`src/hw/rtl/smtp_seq_pkg.sv`:
```
package smtp_seq_pkg;

  // event kinds
  localparam logic [1:0] CMD_OPEN = 2'd0;
  localparam logic [1:0] CMD_TICK = 2'd1;
  localparam logic [1:0] CMD_LINE = 2'd2;

  // first word of a command line
  localparam logic [3:0] VERB_EHLO     = 4'd0;
  localparam logic [3:0] VERB_HELO     = 4'd1;
  localparam logic [3:0] VERB_STARTTLS = 4'd2;
  localparam logic [3:0] VERB_AUTH     = 4'd3;
  localparam logic [3:0] VERB_MAIL     = 4'd4;
  localparam logic [3:0] VERB_RCPT     = 4'd5;
  localparam logic [3:0] VERB_DATA     = 4'd6;
  localparam logic [3:0] VERB_QUIT     = 4'd7;
  localparam logic [3:0] VERB_RSET     = 4'd8;
  localparam logic [3:0] VERB_NOOP     = 4'd9;

  // reply numbers
  localparam logic [9:0] RC_220 = 10'd220;
  localparam logic [9:0] RC_221 = 10'd221;
  localparam logic [9:0] RC_235 = 10'd235;
  localparam logic [9:0] RC_250 = 10'd250;
  localparam logic [9:0] RC_354 = 10'd354;
  localparam logic [9:0] RC_421 = 10'd421;
  localparam logic [9:0] RC_451 = 10'd451;
  localparam logic [9:0] RC_454 = 10'd454;
  localparam logic [9:0] RC_500 = 10'd500;
  localparam logic [9:0] RC_502 = 10'd502;
  localparam logic [9:0] RC_503 = 10'd503;
  localparam logic [9:0] RC_530 = 10'd530;
  localparam logic [9:0] RC_535 = 10'd535;
  localparam logic [9:0] RC_552 = 10'd552;

  // EHLO capability lines
  localparam logic [3:0] CAP_NONE     = 4'd0;
  localparam logic [3:0] CAP_STARTTLS = 4'd6;
  localparam logic [3:0] CAP_AUTH     = 4'd7;
  localparam logic [3:0] CAP_HELP     = 4'd8;

  // configuration register indexes
  localparam int unsigned CFG_IDX_W = 2;
  localparam logic [CFG_IDX_W-1:0] CFG_TLS_REQUIRED      = 2'd0;
  localparam logic [CFG_IDX_W-1:0] CFG_STARTTLS_REQUIRED = 2'd1;
  localparam logic [CFG_IDX_W-1:0] CFG_COMMAND_TIMEOUT   = 2'd2;
  localparam logic [CFG_IDX_W-1:0] CFG_MAX_MESSAGE_SIZE  = 2'd3;

  localparam logic [10:0] MAX_LINE          = 11'd1024;
  localparam logic [16:0] CONNECT_TIMEOUT_S = 17'd60;
  localparam logic [16:0] IDLE_MAX          = 17'd131071;

  typedef struct packed {
    logic        tls_required;
    logic        starttls_required;
    logic [15:0] command_timeout_s;
    logic [31:0] max_message_size;
  } cfg_t;

  typedef struct packed {
    logic [1:0]  command;
    logic [3:0]  verb;
    logic [10:0] line_length;
    logic        leading_dot;
    logic        lone_dot;
    logic        conn_allowed;
    logic        auth_ok;
    logic        tls_ok;
    logic        store_ok;
  } item_t;

  // reply plan handed from the front to the back
  typedef enum logic [1:0] {
    PLAN_ONE,   // one reply: code, closed
    PLAN_PAIR,  // 220, then code with closed
    PLAN_EHLO   // seven 250 capability lines
  } plan_kind_t;

  typedef struct packed {
    plan_kind_t  kind;
    logic [9:0]  code;
    logic        closed;
    logic        tls;
  } plan_t;

  typedef struct packed {
    logic  valid;
    plan_t plan;
  } head_t;

endpackage

```
`src/hw/rtl/smtp_seq_front.sv`:
```
module smtp_seq_front import smtp_seq_pkg::*; (
  input  logic  clk,
  input  logic  rst_n,
  input  cfg_t  cfg,
  input  logic  fire,
  input  item_t item,
  output logic  push,
  output plan_t plan
);

  typedef enum logic [2:0] {
    ST_CONNECTED = 3'd0,
    ST_GREETED   = 3'd1,
    ST_AUTHED    = 3'd2,
    ST_MAIL      = 3'd3,
    ST_RCPT      = 3'd4
  } sess_state_t;

  sess_state_t state_r, state_nxt;
  logic        tls_r, tls_nxt;
  logic        auth_r, auth_nxt;
  logic        rcpt_r, rcpt_nxt;
  logic        data_r, data_nxt;
  logic [32:0] bytes_r, bytes_nxt;
  logic [16:0] idle_r, idle_nxt;
  logic        closed_r, closed_nxt;

  logic [10:0] len_adj;
  logic [32:0] bytes_sum;
  logic [16:0] limit;
  logic        tls_miss;

  assign len_adj   = (item.leading_dot && item.line_length != 11'd0) ?
                     item.line_length - 11'd1 : item.line_length;
  assign bytes_sum = bytes_r + {22'd0, len_adj} + 33'd2;
  assign limit     = (state_r == ST_CONNECTED) ? CONNECT_TIMEOUT_S :
                     {1'b0, cfg.command_timeout_s};
  assign tls_miss  = cfg.tls_required && !tls_r;

  always_comb begin
    state_nxt  = state_r;
    tls_nxt    = tls_r;
    auth_nxt   = auth_r;
    rcpt_nxt   = rcpt_r;
    data_nxt   = data_r;
    bytes_nxt  = bytes_r;
    idle_nxt   = idle_r;
    closed_nxt = closed_r;
    push       = 1'b0;
    plan.kind  = PLAN_ONE;
    plan.code  = RC_250;
    plan.closed = 1'b0;
    plan.tls   = tls_r;

    if (item.command == CMD_OPEN) begin
      state_nxt  = ST_CONNECTED;
      tls_nxt    = 1'b0;
      auth_nxt   = 1'b0;
      rcpt_nxt   = 1'b0;
      data_nxt   = 1'b0;
      bytes_nxt  = '0;
      idle_nxt   = '0;
      push       = 1'b1;
      plan.tls   = 1'b0;
      if (item.conn_allowed) begin
        plan.code  = RC_220;
        closed_nxt = 1'b0;
      end else begin
        plan.kind   = PLAN_PAIR;
        plan.code   = RC_421;
        plan.closed = 1'b1;
        closed_nxt  = 1'b1;
      end
    end else if (item.command == CMD_TICK) begin
      if (idle_r != IDLE_MAX) idle_nxt = idle_r + 17'd1;
    end else if (item.command == CMD_LINE && !closed_r) begin
      if (item.line_length > MAX_LINE) begin
        push        = 1'b1;
        plan.code   = RC_500;
        plan.closed = 1'b1;
        closed_nxt  = 1'b1;
        data_nxt    = 1'b0;
      end else if (data_r) begin
        if (item.lone_dot) begin
          push      = 1'b1;
          plan.code = item.store_ok ? RC_250 : RC_451;
          data_nxt  = 1'b0;
          state_nxt = ST_MAIL;
          rcpt_nxt  = 1'b0;
        end else begin
          bytes_nxt = bytes_sum;
          if (bytes_sum > {1'b0, cfg.max_message_size}) begin
            push      = 1'b1;
            plan.code = RC_552;
            data_nxt  = 1'b0;
            state_nxt = ST_MAIL;
            rcpt_nxt  = 1'b0;
          end
        end
      end else if (item.line_length != 11'd0) begin
        push = 1'b1;
        if (idle_r > limit) begin
          plan.code   = RC_421;
          plan.closed = 1'b1;
          closed_nxt  = 1'b1;
        end else begin
          idle_nxt = '0;
          unique case (item.verb)
            VERB_EHLO: begin
              plan.kind = PLAN_EHLO;
              state_nxt = ST_GREETED;
            end
            VERB_HELO: state_nxt = ST_GREETED;
            VERB_STARTTLS: begin
              if (state_r == ST_CONNECTED) begin
                plan.code = RC_503;
              end else if (tls_r) begin
                plan.code = RC_454;
              end else if (item.tls_ok) begin
                plan.code = RC_220;
                tls_nxt   = 1'b1;
                auth_nxt  = 1'b0;
                rcpt_nxt  = 1'b0;
              end else begin
                plan.kind   = PLAN_PAIR;
                plan.code   = RC_454;
                plan.closed = 1'b1;
                closed_nxt  = 1'b1;
              end
            end
            VERB_AUTH: begin
              if (state_r == ST_CONNECTED) begin
                plan.code = RC_503;
              end else if (cfg.starttls_required && !tls_r) begin
                plan.code = RC_530;
              end else if (auth_r) begin
                plan.code = RC_503;
                state_nxt = ST_AUTHED;
              end else if (item.auth_ok) begin
                plan.code = RC_235;
                auth_nxt  = 1'b1;
                state_nxt = ST_AUTHED;
              end else begin
                plan.code = RC_535;
              end
            end
            VERB_MAIL: begin
              if (state_r == ST_CONNECTED) begin
                plan.code = RC_503;
              end else if (tls_miss || !auth_r) begin
                plan.code = RC_530;
              end else begin
                rcpt_nxt  = 1'b0;
                state_nxt = ST_MAIL;
              end
            end
            VERB_RCPT: begin
              if (state_r != ST_MAIL && state_r != ST_RCPT) begin
                plan.code = RC_503;
              end else if (tls_miss) begin
                plan.code = RC_530;
              end else begin
                rcpt_nxt  = 1'b1;
                state_nxt = ST_RCPT;
              end
            end
            VERB_DATA: begin
              if (state_r != ST_RCPT) begin
                plan.code = RC_503;
              end else if (tls_miss) begin
                plan.code = RC_530;
              end else if (!rcpt_r) begin
                plan.code = RC_503;
                state_nxt = ST_MAIL;
              end else begin
                plan.code = RC_354;
                data_nxt  = 1'b1;
                bytes_nxt = '0;
                state_nxt = ST_MAIL;
              end
            end
            VERB_QUIT: begin
              plan.code   = RC_221;
              plan.closed = 1'b1;
              closed_nxt  = 1'b1;
            end
            VERB_RSET: begin
              auth_nxt  = 1'b0;
              rcpt_nxt  = 1'b0;
              state_nxt = ST_GREETED;
            end
            VERB_NOOP: plan.code = RC_250;
            default:   plan.code = RC_502;
          endcase
        end
      end
    end
  end

  always_ff @(posedge clk) begin
    if (!rst_n) begin
      state_r  <= ST_CONNECTED;
      tls_r    <= 1'b0;
      auth_r   <= 1'b0;
      rcpt_r   <= 1'b0;
      data_r   <= 1'b0;
      bytes_r  <= '0;
      idle_r   <= '0;
      closed_r <= 1'b0;
    end else if (fire) begin
      state_r  <= state_nxt;
      tls_r    <= tls_nxt;
      auth_r   <= auth_nxt;
      rcpt_r   <= rcpt_nxt;
      data_r   <= data_nxt;
      bytes_r  <= bytes_nxt;
      idle_r   <= idle_nxt;
      closed_r <= closed_nxt;
    end
  end

`ifndef SYNTHESIS
  a_tls_after_greeting: assert property (@(posedge clk) disable iff (!rst_n)
    tls_r |-> state_r != ST_CONNECTED)
    else $error("TLS active before greeting");
  a_data_in_mail: assert property (@(posedge clk) disable iff (!rst_n)
    data_r |-> state_r == ST_MAIL && !closed_r)
    else $error("data phase outside mail state");
  a_closed_sticks: assert property (@(posedge clk) disable iff (!rst_n)
    closed_r && !(fire && item.command == CMD_OPEN) |=> closed_r)
    else $error("session reopened without open event");
`endif

endmodule

```
`src/hw/rtl/smtp_seq_queue.sv`:
```
module smtp_seq_queue import smtp_seq_pkg::*; #(
  parameter int unsigned DEPTH = 4
) (
  input  logic  clk,
  input  logic  rst_n,
  input  logic  push,
  input  plan_t push_plan,
  input  logic  pop,
  output logic  full,
  output head_t head
);

  localparam int unsigned AW = (DEPTH > 1) ? $clog2(DEPTH) : 1;
  localparam int unsigned CW = $clog2(DEPTH + 1);
  localparam logic [AW-1:0] LAST_SLOT = AW'(DEPTH - 1);

  plan_t           mem_r [DEPTH];
  logic [AW-1:0]   wr_ptr_r, rd_ptr_r;
  logic [CW-1:0]   count_r;

  assign full       = (count_r == CW'(DEPTH));
  assign head.valid = (count_r != '0);
  assign head.plan  = mem_r[rd_ptr_r];

  always_ff @(posedge clk) begin
    if (push) mem_r[wr_ptr_r] <= push_plan;
  end

  always_ff @(posedge clk) begin
    if (!rst_n) begin
      wr_ptr_r <= '0;
      rd_ptr_r <= '0;
      count_r  <= '0;
    end else begin
      if (push) wr_ptr_r <= (wr_ptr_r == LAST_SLOT) ? '0 : wr_ptr_r + AW'(1);
      if (pop)  rd_ptr_r <= (rd_ptr_r == LAST_SLOT) ? '0 : rd_ptr_r + AW'(1);
      if (push && !pop)      count_r <= count_r + CW'(1);
      else if (pop && !push) count_r <= count_r - CW'(1);
    end
  end

`ifndef SYNTHESIS
  a_no_overflow: assert property (@(posedge clk) disable iff (!rst_n)
    !(push && full && !pop))
    else $error("plan queue overflow");
  a_no_underflow: assert property (@(posedge clk) disable iff (!rst_n)
    pop |-> head.valid)
    else $error("plan queue underflow");
  a_count_moves: assert property (@(posedge clk) disable iff (!rst_n)
    (push && !pop) |=> count_r == $past(count_r) + CW'(1))
    else $error("plan queue count lost a push");
`endif

endmodule

```
`src/hw/rtl/smtp_seq_back.sv`:
```
module smtp_seq_back import smtp_seq_pkg::*; (
  input  logic        clk,
  input  logic        rst_n,
  input  head_t       head,
  output logic        pop,
  output logic        out_tvalid,
  input  logic        out_tready,
  output logic [9:0]  reply_code,
  output logic [3:0]  capability,
  output logic        session_closed,
  output logic        out_tlast
);

  logic [2:0] step_r;
  logic       out_valid_r;
  logic [9:0] code_r;
  logic [3:0] cap_r;
  logic       closed_r, last_r;

  logic [9:0] line_code;
  logic [3:0] line_cap;
  logic       line_closed, line_end, load;

  always_comb begin
    line_code   = RC_250;
    line_cap    = CAP_NONE;
    line_closed = 1'b0;
    line_end    = 1'b1;
    unique case (head.plan.kind)
      PLAN_ONE: begin
        line_code   = head.plan.code;
        line_closed = head.plan.closed;
      end
      PLAN_PAIR: begin
        if (step_r == 3'd0) begin
          line_code = RC_220;
          line_end  = 1'b0;
        end else begin
          line_code   = head.plan.code;
          line_closed = head.plan.closed;
        end
      end
      PLAN_EHLO: begin
        line_end = (step_r == 3'd6);
        if (step_r == 3'd6)      line_cap = CAP_HELP;
        else if (step_r == 3'd5) line_cap = head.plan.tls ? CAP_AUTH : CAP_STARTTLS;
        else                     line_cap = {1'b0, step_r} + 4'd1;
      end
      default: ;
    endcase
  end

  assign load = head.valid && (!out_valid_r || out_tready);
  assign pop  = load && line_end;

  always_ff @(posedge clk) begin
    if (!rst_n) begin
      out_valid_r <= 1'b0;
      step_r      <= '0;
    end else if (load) begin
      out_valid_r <= 1'b1;
      step_r      <= line_end ? 3'd0 : step_r + 3'd1;
    end else if (out_tready) begin
      out_valid_r <= 1'b0;
    end
  end

  always_ff @(posedge clk) begin
    if (load) begin
      code_r   <= line_code;
      cap_r    <= line_cap;
      closed_r <= line_closed;
      last_r   <= line_end;
    end
  end

  assign out_tvalid     = out_valid_r;
  assign reply_code     = code_r;
  assign capability     = cap_r;
  assign session_closed = closed_r;
  assign out_tlast      = last_r;

`ifndef SYNTHESIS
  a_step_holds_plan: assert property (@(posedge clk) disable iff (!rst_n)
    step_r != 3'd0 |-> head.valid && head.plan.kind != PLAN_ONE)
    else $error("run in progress without its plan");
  a_step_range: assert property (@(posedge clk) disable iff (!rst_n)
    head.valid && head.plan.kind == PLAN_PAIR |-> step_r <= 3'd1)
    else $error("pair run past its second line");
  a_closed_is_last: assert property (@(posedge clk) disable iff (!rst_n)
    out_valid_r && closed_r |-> last_r)
    else $error("closing reply not at end of run");
`endif

endmodule

```
`src/hw/rtl/smtp_session_sequencer_unit.sv`:
```
// Server side of one SMTP session. Events arrive on the in_ channel: open,
// one-second tick or a pre-classified received line; each accepted event
// updates the session state in the cycle it is taken, and any replies it
// causes are queued as a compact plan. The out_ channel then streams reply
// lines one per ready cycle, out_tlast on the final line of each event:
// most events give one line, a refused open or a failed STARTTLS gives two,
// EHLO gives seven 250 capability lines. Input is taken every cycle while
// the plan queue (QUEUE_DEPTH events) has room, so the sustained rate is
// bounded by the output port at one reply line per cycle. Configuration
// writes on the cfg_ channel are always ready and must be made while idle.
module smtp_session_sequencer_unit import smtp_seq_pkg::*; #(
  parameter int unsigned QUEUE_DEPTH = 4
) (
  input  logic                 clk,
  input  logic                 rst_n,
  input  logic                 in_tvalid,
  output logic                 in_tready,
  // [3:0] verb, [14:4] line_length, [15] leading_dot, [16] lone_dot,
  // [17] conn_allowed, [18] auth_ok, [19] tls_ok, [20] store_ok, [23:21] zero
  input  logic [23:0]          in_tdata,
  // [1:0] command
  input  logic [1:0]           in_tuser,
  output logic                 out_tvalid,
  input  logic                 out_tready,
  // [9:0] reply_code, [13:10] capability, [14] session_closed, [15] zero
  output logic [15:0]          out_tdata,
  output logic                 out_tlast,
  input  logic                 cfg_valid,
  output logic                 cfg_ready,
  input  logic [CFG_IDX_W-1:0] cfg_index,
  input  logic [31:0]          cfg_data
);

  cfg_t  cfg_r;
  item_t item;
  plan_t plan;
  head_t head;
  logic  push, pop, q_full, fire;
  logic [9:0] reply_code;
  logic [3:0] capability;
  logic       session_closed;

  assign cfg_ready = 1'b1;

  always_ff @(posedge clk) begin
    if (!rst_n) begin
      cfg_r.tls_required      <= 1'b0;
      cfg_r.starttls_required <= 1'b0;
      cfg_r.command_timeout_s <= 16'd300;
      cfg_r.max_message_size  <= 32'd10485760;
    end else if (cfg_valid) begin
      unique case (cfg_index)
        CFG_TLS_REQUIRED:      cfg_r.tls_required      <= cfg_data[0];
        CFG_STARTTLS_REQUIRED: cfg_r.starttls_required <= cfg_data[0];
        CFG_COMMAND_TIMEOUT:   cfg_r.command_timeout_s <= cfg_data[15:0];
        CFG_MAX_MESSAGE_SIZE:  cfg_r.max_message_size  <= cfg_data;
        default: ;
      endcase
    end
  end

  assign item.command      = in_tuser;
  assign item.verb         = in_tdata[3:0];
  assign item.line_length  = in_tdata[14:4];
  assign item.leading_dot  = in_tdata[15];
  assign item.lone_dot     = in_tdata[16];
  assign item.conn_allowed = in_tdata[17];
  assign item.auth_ok      = in_tdata[18];
  assign item.tls_ok       = in_tdata[19];
  assign item.store_ok     = in_tdata[20];

  assign in_tready = !q_full;
  assign fire      = in_tvalid && in_tready;

  smtp_seq_front u_front (
    .clk   (clk),
    .rst_n (rst_n),
    .cfg   (cfg_r),
    .fire  (fire),
    .item  (item),
    .push  (push),
    .plan  (plan)
  );

  smtp_seq_queue #(
    .DEPTH (QUEUE_DEPTH)
  ) u_queue (
    .clk       (clk),
    .rst_n     (rst_n),
    .push      (fire && push),
    .push_plan (plan),
    .pop       (pop),
    .full      (q_full),
    .head      (head)
  );

  smtp_seq_back u_back (
    .clk            (clk),
    .rst_n          (rst_n),
    .head           (head),
    .pop            (pop),
    .out_tvalid     (out_tvalid),
    .out_tready     (out_tready),
    .reply_code     (reply_code),
    .capability     (capability),
    .session_closed (session_closed),
    .out_tlast      (out_tlast)
  );

  assign out_tdata = {1'b0, session_closed, capability, reply_code};

endmodule
```
`config.mk`:
```
export PLATFORM = sky130hd
export DESIGN_NAME = smtp_session_sequencer_unit
export DESIGN_NICKNAME = d
export VERILOG_FILES = /design/src/hw/rtl/smtp_seq_pkg.sv /design/src/hw/rtl/smtp_seq_front.sv /design/src/hw/rtl/smtp_seq_queue.sv /design/src/hw/rtl/smtp_seq_back.sv /design/src/hw/rtl/smtp_session_sequencer_unit.sv
export SDC_FILE = /design/constraint.sdc
export NUM_CORES = 1
export LEC_CHECK = 0
export BUFFER_PORTS_ARGS = -buffer_cell sky130_fd_sc_hd__buf_2
export CAP_MARGIN = 0
export CORE_AREA = 8 8 143 198
export CTS_BUF_LIST = sky130_fd_sc_hd__clkbuf_8
export DETAILED_ROUTE_END_ITERATION = 8
export DIE_AREA = 0 0 151 206
export GPL_ROUTABILITY_DRIVEN = 0
export PLACE_DENSITY_LB_ADDON = 0.15
export SKIP_CTS_REPAIR_TIMING = 1
export SLEW_MARGIN = 15
export SYNTH_ARGS = -nofsm -noshare
export SYNTH_HDL_FRONTEND = slang
export SYNTH_SLANG_ARGS = --single-unit
export TNS_END_PERCENT = 30
```
`constraint.sdc`:
```
create_clock -name clk -period 7.95 [get_ports clk]
set_input_delay 1.1925 -clock clk [delete_from_list [all_inputs] [get_ports clk]]
set_output_delay 1.1925 -clock clk [all_outputs]
set_load 0.005 [all_outputs]
```
==> metrics.txt <==
status complete, no violations; period utilization 0.938; largest net degree at the start of global routing 80; Worst-Margin Slew 1100 ps; final hold viol count 0; Hold EP cfg_r[13]; Core Util, Final 0.505; Most used DFF post-synth dfxtp_1; Synth Area in Adders 0.100; clock skew around 14 ps; maximum VDD drop around 0.11 mV; drt drc 0; top cell type's share of synthesized area 0.216; ys async rst share 0; sequential fraction of the synthesis area 0.408; CP max stage delay ~550 ps; Min-Delay Path Class flip-flop to flip-flop; ANT nets after route 0; total track usage 0.188; Reg2Reg Depth 30; CTS Buffer Depth 2; Post-Place Setup Slack -189 ps; Peak Freq roughly 130 MHz; crit path kind input port to flip-flop; vias in the first global route roughly 9400; Distinct cells, synth approximately 80; first-pass GRT wire length around 46000 µm; Crit. path cell count 36; Clock transition at path regs roughly 100 ps; leading area contributor after synthesis dfxtp_1; htree depth 4; synth-to-layout area growth 13.4%; placed insts around 1700; initial antenna violation count 0; setup_tns 0 ps; CTS tree built; Mapped Avg Cell Area 8.89 µm²; routed vias between 9000 and 10000; slack of the critical path between 400 and 500 ps; DR iter-0 viols 471; Die W 151 µm; Post-synth EDFFs between 70 and 80; layout cells sized above 1 0.153; Leak 4.91 nW; startpoint types input port; most common cell in the netlist nand2_1; CTS Buf Count 17; n_diodes 0; Chip Height 206 µm; DP HPWL between 20000 and 25000 µm; Finished Layout Cells ~1700; Row Count 69; multiplexer share of the synthesized area 0.0352; fin nets approximately 1500; Synth top cells by count 197 x nand2_1, 133 x a21oi_1, 121 x dfxtp_1, 87 x ha_1, 85 x nor2_1; Clk Latency, worst-skew pair around 480 ps; hold depth 2; xor and xnor area share after synthesis 0.0453; RR Startpoint u_front.bytes_r[1]; minimum clock period roughly 7500 ps; Reg2Reg Setup Slack around 2100 ps; number of synthesized register bits 193; crit-path max FO 5; vias per cell 5.49; crit path max-delay cell type or4_4; die area around 31000 µm²; drt first pass iters 5; worst path buffer plus inverter count 7; Initial Util 0.446; Synth Warn # 0; setup violators final 0; PwrDens about 180 nW/µm²; drt wl/cell approximately 17 µm; Simple-Gate Fraction of Synth Area 0.202; CP top delay family simple AND/OR/NAND/NOR gates; reg2reg end u_queue.count_r[2]; Slew Viols, Final 0; top cells by area, synth dfxtp_1 22%, edfxtp_1 19%, ha_1 9.7%; Cells after Synth ~1300; port bufs between 70 and 80; CTS Sinks between 150 and 200; worst path required time 8350 ps; post-synthesis compound-gate area fraction 0.162; Core Footprint ~25000 µm²; Max Cap Viol 0; CP Capture Type flip-flop; root buffer cell clkbuf_8; I/O pins 85; Max-slew headroom 0.268; largest family of logic cells by synthesized area simple AND/OR/NAND/NOR gates; Crit path arrival time 7860 ps; wirelength, routed between 20000 and 30000 µm; worst hold path startpoint cfg_r[13]; most used cell, CP ha_1; Syn Std Cell Area roughly 11000 µm²; Synthesized Nets around 1400; grt ovf 0
## tightest hold or removal path, cell delays in order, from the launching register on
cell and delay [ps]:
dfxtp_1 320, nand2_1 50, a21oi_1 50
## sequential cells by signal, summed over array words and instances, names as in the netlist, named ones only
register,count
u_back.capability,4
u_front.bytes_r,33
u_back.session_closed,1
u_front.auth_r,1
u_front.rcpt_r,1
u_front.tls_r,1
u_front.data_r,1
u_back.step_r,3
u_queue.rd_ptr_r,2
u_front.closed_r,1
u_front.state_r,3
u_back.out_tvalid,1
cfg_r,50
u_queue.count_r,3
u_queue.wr_ptr_r,2
u_back.out_tlast,1
u_back.reply_code,10
u_queue.mem_r,56
u_front.idle_r,17
## report_power, final
part | switching [mW] | total [mW] | internal [mW]
Sequential | 0.0352 | 1.15 | 1.12
Clock | 0.387 | 0.687 | 0.300
Combinational | 0.293 | 0.494 | 0.200
## layout by cell type (no fill, tap or decap), types with 5 or more instances in the layout
cell type and instances:
nand3_1 59, or2_2 5, xnor2_1 38, mux2i_1 8
a211oi_1 16, o31ai_1 7, clkbuf_8 18, and3_1 17
o22ai_1 5, nor2_1 85, inv_6 5, o21a_1 6
o211ai_1 12, buf_2 79, a21oi_1 133, nand4_1 15
nor2b_1 16, edfxtp_1 72, mux4_2 14, nand2_1 196
o21ai_0 52, and2_1 5, or3_1 16, ha_1 87
inv_1 73, dfxtp_1 121, xor2_1 17, and4_1 5
a21o_1 8, nor3_1 21, a31oi_1 8, buf_4 54
nand2b_1 10
## routing by layer
layer | global-route usage | part of all wire | vias to the layer above
li1 | - | - | 4718
met1 | 0.205 | 0.41 | 4364
met2 | 0.352 | 0.53 | 172
met3 | 0.0309 | 0.032 | 50
met4 | 0.0787 | 0.029 | 0
met5 | 0 | 0 | -
## layout make-up
class,count,area [µm²]
clock buffer,18,248
tap,319,399
multi-input combinational,940,6180
clock inverter,14,169
inverter,73,274
sequential,193,4580
fill,2464,12500
timing repair buffer,137,881
## worst max path at each step
| stage | from | end | slack, ps |
|---|---|---|---|
| 6_report | in_tdata[6] | u_queue.count_r[2] | 490 |
| 5_1_grt | in_tdata[6] | u_queue.count_r[2] | -4 |
| 4_1_cts | in_tdata[6] | u_queue.count_r[2] | 300 |
| 3_5_place_dp | in_tdata[6] | u_queue.count_r[2] | -190 |
| 3_3_place_gp | in_tdata[6] | u_queue.count_r[2] | -120 |
| 2_1_floorplan | in_tdata[6] | u_queue.count_r[2] | 190 |
## through the flow
step	cell area, µm²	hold WS [ps]	total power, mW
2_1_floorplan	11200	432	1.50
3_3_place_gp	12300	442	1.67
3_5_place_dp	12300	449	1.68
4_1_cts	12700	465	2.37
5_1_grt	12700	480	2.47
6_report	12700	460	2.33
## logic make-up after synthesis
logic type	count (synthesis)
other	2
AND/OR/NAND/NOR	477
adder cells (fa/ha/maj)	89
flip-flops	193
buffers and inverters	131
AO/OA/AOI/OAI	294
multiplexers	22
XOR/XNOR	56
No activity file was read; power rests on OpenSTA's default activity.
